### src/rtl/core/shtt_pkg.sv
// Shared types, constants and helpers for the three-axis segment hit test.
package shtt_pkg;

	// Default coordinate format: signed Q12.4 pixels.
	localparam int COORD_WIDTH_DEF = 16;
	localparam int COORD_FRAC_DEF  = 4;

	// Configuration registers are 15 bits unsigned.
	localparam int REG_W     = 15;
	localparam int SQR_W     = 2 * REG_W;
	localparam int CFG_IDX_W = 2;

	// Reset values of the radius and threshold in whole pixels.
	localparam int CENTER_RADIUS_PX  = 45;
	localparam int AXIS_THRESHOLD_PX = 55;

	// Digit width of the split multipliers.
	localparam int MUL_DIGIT = 17;

	// Axis slots, in the order that ties are resolved (first wins).
	localparam int NUM_AXES = 3;
	localparam int AX_Z     = 0;
	localparam int AX_Y     = 1;
	localparam int AX_X     = 2;

	// Pairwise distance comparisons: slot A is tested for being nearer than slot B.
	localparam int NUM_PAIRS = 3;
	localparam int PAIR_YZ   = 0;
	localparam int PAIR_XZ   = 1;
	localparam int PAIR_XY   = 2;
	localparam int PAIR_A [NUM_PAIRS] = '{AX_Y, AX_X, AX_X};
	localparam int PAIR_B [NUM_PAIRS] = '{AX_Z, AX_Z, AX_Y};

	typedef enum logic [CFG_IDX_W-1:0] {
		CFG_CENTER_RADIUS  = 2'd0,
		CFG_AXIS_THRESHOLD = 2'd1
	} cfg_reg_t;

	typedef enum logic [2:0] {
		HIT_NONE   = 3'd0,
		HIT_CENTER = 3'd1,
		HIT_X      = 3'd2,
		HIT_Y      = 3'd3,
		HIT_Z      = 3'd4
	} hit_code_t;

	// Pipeline depth of the split multiplier: its leaf product registers and its adder tree levels.
	function automatic int mul_latency(input int aw, input int bw);
		int na;
		int nb;
		na = (aw + MUL_DIGIT - 1) / MUL_DIGIT;
		nb = (bw + MUL_DIGIT - 1) / MUL_DIGIT;
		return $clog2(na * nb) + 1;
	endfunction

endpackage

### src/rtl/core/shtt_mul.sv
// Pipelined unsigned multiplier built from narrow digit products and a registered adder tree.
module shtt_mul #(
	parameter int AW = 2 * shtt_pkg::COORD_WIDTH_DEF + 1,
	parameter int BW = 2 * shtt_pkg::COORD_WIDTH_DEF + 1
) (
	input  logic             clk,
	input  logic             en,
	input  logic [AW-1:0]    a,
	input  logic [BW-1:0]    b,
	output logic [AW+BW-1:0] p
);
	import shtt_pkg::*;

	localparam int PW    = AW + BW;
	localparam int NA    = (AW + MUL_DIGIT - 1) / MUL_DIGIT;
	localparam int NB    = (BW + MUL_DIGIT - 1) / MUL_DIGIT;
	localparam int AEW   = NA * MUL_DIGIT;
	localparam int BEW   = NB * MUL_DIGIT;
	localparam int NP    = NA * NB;
	localparam int LVL   = $clog2(NP);
	localparam int NL    = 1 << LVL;
	localparam int NODES = 2 * NL - 1;

	logic [AEW-1:0] a_ext;
	logic [BEW-1:0] b_ext;
	logic [PW-1:0]  node_q [NODES];

	assign a_ext = AEW'(a);
	assign b_ext = BEW'(b);

	// Leaves: one digit-by-digit product each, already shifted into place.
	for (genvar j = 0; j < NL; j++) begin : g_leaf
		if (j < NP) begin : g_pp
			localparam int IA = j / NB;
			localparam int IB = j % NB;
			logic [2*MUL_DIGIT-1:0] pp;
			assign pp = a_ext[IA*MUL_DIGIT +: MUL_DIGIT] * b_ext[IB*MUL_DIGIT +: MUL_DIGIT];
			always_ff @(posedge clk) begin
				if (en) begin
					node_q[NL-1+j] <= PW'(pp) << (MUL_DIGIT * (IA + IB));
				end
			end
		end else begin : g_pad
			always_ff @(posedge clk) begin
				if (en) begin
					node_q[NL-1+j] <= '0;
				end
			end
		end
	end

	// Tree nodes: each level adds two children and registers the sum.
	for (genvar i = 0; i < NL - 1; i++) begin : g_node
		always_ff @(posedge clk) begin
			if (en) begin
				node_q[i] <= node_q[2*i+1] + node_q[2*i+2];
			end
		end
	end

	assign p = node_q[0];

endmodule

### config.mk
export PLATFORM = sky130hd
export DESIGN_NAME = shtt_mul
export DESIGN_NICKNAME = d
export VERILOG_FILES = /design/src/rtl/core/shtt_pkg.sv /design/src/rtl/core/shtt_mul.sv
export SDC_FILE = /design/constraint.sdc
export NUM_CORES = 2
export LEC_CHECK = 0
export BUFFER_PORTS_ARGS = -buffer_cell sky130_fd_sc_hd__buf_2
export CAP_MARGIN = 20
export CORE_MARGIN = 2
export CORE_UTILIZATION = 50
export CTS_BUF_LIST = sky130_fd_sc_hd__clkbuf_16
export DETAILED_ROUTE_END_ITERATION = 7
export PLACE_DENSITY_LB_ADDON = 0.05
export SETUP_SLACK_MARGIN = 0.05
export SYNTH_ARGS = -nofsm -noshare
export SYNTH_HDL_FRONTEND = slang
export SYNTH_SLANG_ARGS = --single-unit
### constraint.sdc
create_clock -name clk -period 8.4 [get_ports clk]
set_input_delay 0.42 -clock clk [delete_from_list [all_inputs] [get_ports clk]]
set_output_delay 0.42 -clock clk [all_outputs]
set_load 0.01 [all_outputs]
== Word level (Yosys, flattened, before mapping) ==
Memories as Yosys holds them, arrays and structs flattened.
Index checks and enable logic that the tools add are counted.

* Bits in registers: 0
* Bits in writable memories: 462
* Output and inout bits: 66
* Logic and storage cells: 10
* Memories kept: 1

{| class="wikitable"
|+ Memory list
! memory !! depth !! bits a word !! rd ports !! clocked after Yosys merged registers in !! wr ports !! RTL line !! RTL
|-
| node_q || 7 || 66 || 7 || 0 || 7 || shtt_mul.sv:26 || <nowiki>logic [PW-1:0] node_q [NODES];</nowiki>
|}

* Add/sub/neg operators: 3
* Multipliers: 4
* Mux-type cells: 2

{| class="wikitable"
|+ Operators by type and width
! cell !! number
|-
| 66-bit adder || 3
|-
| 17-bit by 17-bit multiplier with 34-bit output || 1
|-
| 16-bit by 17-bit multiplier with 33-bit output || 1
|-
| 17-bit by 16-bit multiplier with 33-bit output || 1
|-
| 16-bit by 16-bit multiplier with 32-bit output || 1
|-
| 1-bit two-way mux || 2
|}

== Logic depth before layout (Yosys ltp) ==
* Depth after elaboration: 2
* Gate-level depth with buffers: 24

== Least setup slack after synthesis ==
OpenSTA, ideal clock, no wires.

* Path type: input -> register
* Start: input port a[24]
* End: memory node_q[6][64] (netlist bit), data pin
* Arrival time: 5.911 ns
* Data required time: 8.131 ns
* Path slack: 2.221 ns
* Stages on the path: 23
* Buffers on the path: 1
* Cells stage by stage: clkbuf_1 nand2_1 fa_1 inv_1 fa_1 inv_1 fa_1 inv_1 fa_1 fa_1 inv_1 fa_1 inv_1 ha_1 a21o_1 a21o_1 a2111oi_0 o21ai_1 a31oi_1 nor2_1 a2111oi_2 o31ai_1 xor2_1

{| class="wikitable"
|+ RTL lines
! element !! RTL line !! RTL
|-
| start, declared || shtt_mul.sv:8 || <nowiki>input logic [AW-1:0] a,</nowiki>
|-
| end, declared || shtt_mul.sv:26 ||
|}

==> results.py <==
metrics = {
    "yosys": {
        "synth_top_area_share_pct": 34.4,
        "synth_xor_xnor_area_share_pct": 3.92,
        "synth_compound_area_share_pct": 6.42,
        "synth_fa_ha_area_share_pct": 46.9,
        "synth_edf_count": 298,
        "synthMuxAreaShare_pct": 0,
        "synth-seq-area-share_pct": 18.4,
        "synth_top_family_by_area": "adder cells",
        "syn_nets": 6418,
        "yosys-top-cells-area": "fa_1 34%, edfxtp_1 18%, ha_1 13%",
        "yosys_warnings": 0,
        "synth_cells": 5024,
        "yosysUniqueCellTypes": 71,
        "syn-cell-area_mm2": 0.0488,
        "avgSynthCellArea_um2": 9.71,
        "synthSimpleGateAreaFrac_pct": 15.1,
        "synth_seq_cells": 298,
        "yosys.area.top_type": "fa_1",
        "synthArstFlopShare_pct": 0,
        "synth_ff_type": "edfxtp_1",
    },
    "clock_network": {
        "ctsResizeCount": 0,
        "cts-root-buf": "clkbuf_16",
        "cts_tree": "built",
        "postCtsHoldBufs": 0,
        "postCtsSetupRepairBufs": 0,
        "cts.clk_slew.worst_paths_ns": 0.06,
        "clkSinkCount": 298,
        "cts_made_buffers": 36,
        "clkLatencyLatePin_ns": 0.57,
        "htreeDepth": 2,
        "clockBufferDepth": 3,
    },
    "finish": {
        "largest_register_ffs": 298,
        "top_register": "node_q",
        "seq_area_mm2": 0.00895,
        "final_layout_size_suffix_gt1_share_pct": 4.98,
        "nFillCells": 8951,
        "stdcell_count": 6323,
        "areaGrowthSynthToFinish_pct": 5.99,
        "largest_registers": "node_q: 298 flops",
        "final_nets": 6411,
        "multi_input_area_mm2": 0.0353,
    },
    "setup_path": {
        "crit_buf_inv": 6,
        "critPathTopFamily": "adder cells",
        "critPathMostFrequentCell": "fa_1",
        "arrival_ns": 6.85,
        "required_ns": 8.78,
        "worstSetupStartpointType": "input pin",
        "cp-end-kind": "flop",
        "max_stage_delay_ns": 0.56,
        "critPathSlowestCell": "buf_2",
        "cp_cell_sequence": "buf_2 -> buf_4 -> and2_1 -> fa_1 -> inv_1 -> fa_1 -> fa_1 -> fa_1 -> inv_1 -> fa_1 -> inv_1 -> fa_1 -> inv_1 -> ha_1 -> o211ai_1 -> or3_1 -> o21ai_1 -> a41oi_1 -> a21oi_1 -> and2_1 -> o21ai_0 -> a221oi_1",
        "criticalPathCategory": "in2reg",
        "worstPathMaxFanout": 27,
    },
    "timing": {
        "slew_headroom_pct": 27.6,
        "skew_ns": 0.0131,
        "worstMarginPinSlew_ns": 1.08,
        "setup-violations-final": 0,
        "fin_setup_tns_ns": 0,
        "fmax_mhz": 155,
        "slew_viol_final": 0,
        "rsz0062_at_grt": "no",
        "period_needed_ns": 6.47,
        "finalCritPeriodShare_pct": 77.0,
        "hold_viol_final": 0,
    },
    "grt": {
        "grt_pass1_vias": 35200,
        "grt_remaining_overflow": 0,
        "met3_usage_pct": 4.49,
        "antenna_found_initial": 8,
        "use_met2_pct": 41.4,
        "busiest_layer": "met2",
        "met1_usage_pct": 36.7,
        "grt_max_degree": 149,
        "grt_usage_pct": 25.8,
        "grt_pass1_wl_um": 199000,
    },
    "routing": {
        "antenna_left": 0,
        "drt-total-wl_um": 124000,
        "drt_iter0_markers": 1885,
        "wl_per_cell_um": 19.6,
        "vias": 33500,
        "firstDrtPassIters": 7,
        "drc": 0,
        "viasPerCell": 5.29,
    },
    "floorplanning": {
        "dieWidth_um": 316,
        "core_area_mm2": 0.0967,
        "die_h_um": 316,
        "start_util_pct": 50.4,
        "die_area_mm2": 0.100,
        "io_pins": 134,
        "rows": 114,
    },
    "job": {
        "cap_violations": 0,
    },
    "hold_path": {
        "hold_class": "in2reg",
    },
    "place": {
        "dp_cells": 6255,
        "gp_congestion": 0.853,
        "dp_hpwl_um": 94300,
        "port_buffers": 133,
    },
    "run_status": {
        "status": "complete, no violations",
    },
}
[synthesized netlist by cell type, types with 13 or more instances]
| master | n |
|---|---|
| inv_1 | 982 |
| fa_1 | 837 |
| nand2_1 | 679 |
| and2_1 | 536 |
| ha_1 | 489 |
| edfxtp_1 | 298 |
| clkbuf_1 | 209 |
| a21oi_1 | 166 |
| xnor2_1 | 146 |
| nor2_1 | 103 |
| o21ai_0 | 83 |
| a21o_1 | 80 |
| xor2_1 | 72 |
| nand3_1 | 34 |
| nor3_1 | 28 |
| o21a_1 | 25 |
| nand4_1 | 24 |
| and3_1 | 23 |
| nor2b_1 | 19 |
| nand2b_1 | 17 |
| a31oi_1 | 14 |
| o21bai_1 | 13 |
[stage by stage]
stage	setup slack (ns)	hold slack (ns)	util [%]	area (um^2)
3_5_place_dp	1.42	0.405	52.2	50500
4_1_cts	2.02	0.367	53.4	51700
5_1_grt	1.57	0.391	53.4	51700
2_1_floorplan	2.22	0.400	-	48800
6_report	1.93	0.368	53.4	51700
3_3_place_gp	1.49	0.401	52.2	50500
[final timing paths]
path / from / to / slack (ns) / cells after the start
worst max register to register: node_q[4][18] / node_q[1][39] / 4.94 / 11
worst min register to register: node_q[1][15] / node_q[0][15] / 0.42 / 0
worst min-delay path: en / node_q[3][14] / 0.37 / 1
worst max-delay path: a[6] / node_q[3][30] / 1.93 / 22
[final cells by class]
type                            count  share of cell area, %
Timing Repair Buffer              172                   1.90
Clock inverter                     27                  0.453
Multi-Input combinational cell   3527                   68.3
Clock buffer                       38                   1.84
Antenna cell                        3                 0.0145
Tap cell                         1276                   3.09
Sequential cell                   298                   17.3
Inverter                          982                   7.13
[cell families (layout without fill, tap and decap cells)]
| group | Yosys count | count (layout) |
|---|---|---|
| AND/OR/NAND/NOR | 1495 | 1495 |
| buffers and inverters | 1199 | 1219 |
| flip-flops | 298 | 298 |
| AO/OA/AOI/OAI | 488 | 488 |
| adder cells (fa/ha/maj) | 1326 | 1326 |
| XOR/XNOR | 218 | 218 |
| other | 0 | 3 |
[placed cells by master (no fill, tap or decap), types with 4 or more instances in the layout]
| master | instances |
|---|---|
| nor3_1 | 28 |
| o21ai_0 | 83 |
| a31o_2 | 5 |
| nand3_1 | 34 |
| o21ai_1 | 4 |
| and2_1 | 536 |
| a211o_1 | 9 |
| nand2b_1 | 17 |
| o21a_1 | 25 |
| xor2_1 | 72 |
| nand2_1 | 679 |
| clkbuf_16 | 38 |
| buf_4 | 38 |
| o2111ai_1 | 4 |
| a21boi_0 | 11 |
| and3_1 | 23 |
| o22ai_1 | 4 |
| o31a_1 | 9 |
| a31oi_1 | 14 |
| o31ai_1 | 7 |
| a221oi_1 | 4 |
| inv_1 | 983 |
| a21o_1 | 80 |
| o21bai_1 | 13 |
| buf_2 | 132 |
| fa_1 | 837 |
| nor4_1 | 7 |
| a21oi_1 | 166 |
| edfxtp_1 | 298 |
| nor2b_1 | 19 |
| ha_1 | 489 |
| or3_1 | 8 |
| clkinv_2 | 7 |
| a211oi_1 | 12 |
| nor2_1 | 103 |
| nand4_1 | 24 |
| xnor2_1 | 146 |
| clkinv_1 | 8 |
| o211ai_1 | 9 |
[worst register-to-register path, stage by stage (launching register included)]
cell and delay, ns:
edfxtp_1 0.42, inv_1 0.09, fa_1 0.46, nor2b_1 0.14
o21ai_0 0.10, a21o_1 0.21, a31oi_1 0.27, o211ai_1 0.15
a21oi_1 0.32, o211ai_1 0.48, a21boi_0 0.37, xor2_1 0.26
[layer usage]
metal / share of wire, % / wire length, um / up-vias
met2: 46 / 56700 / 901
met3: 7.2 / 8890 / 131
met4: 2.0 / 2520 / 0
met5: 0 / 0 / -
li1: - / - / 15500
met1: 45 / 55800 / 16900
Power is not shown: default switching activity piles up to over one toggle a cycle in this logic, so the estimate is an artifact.
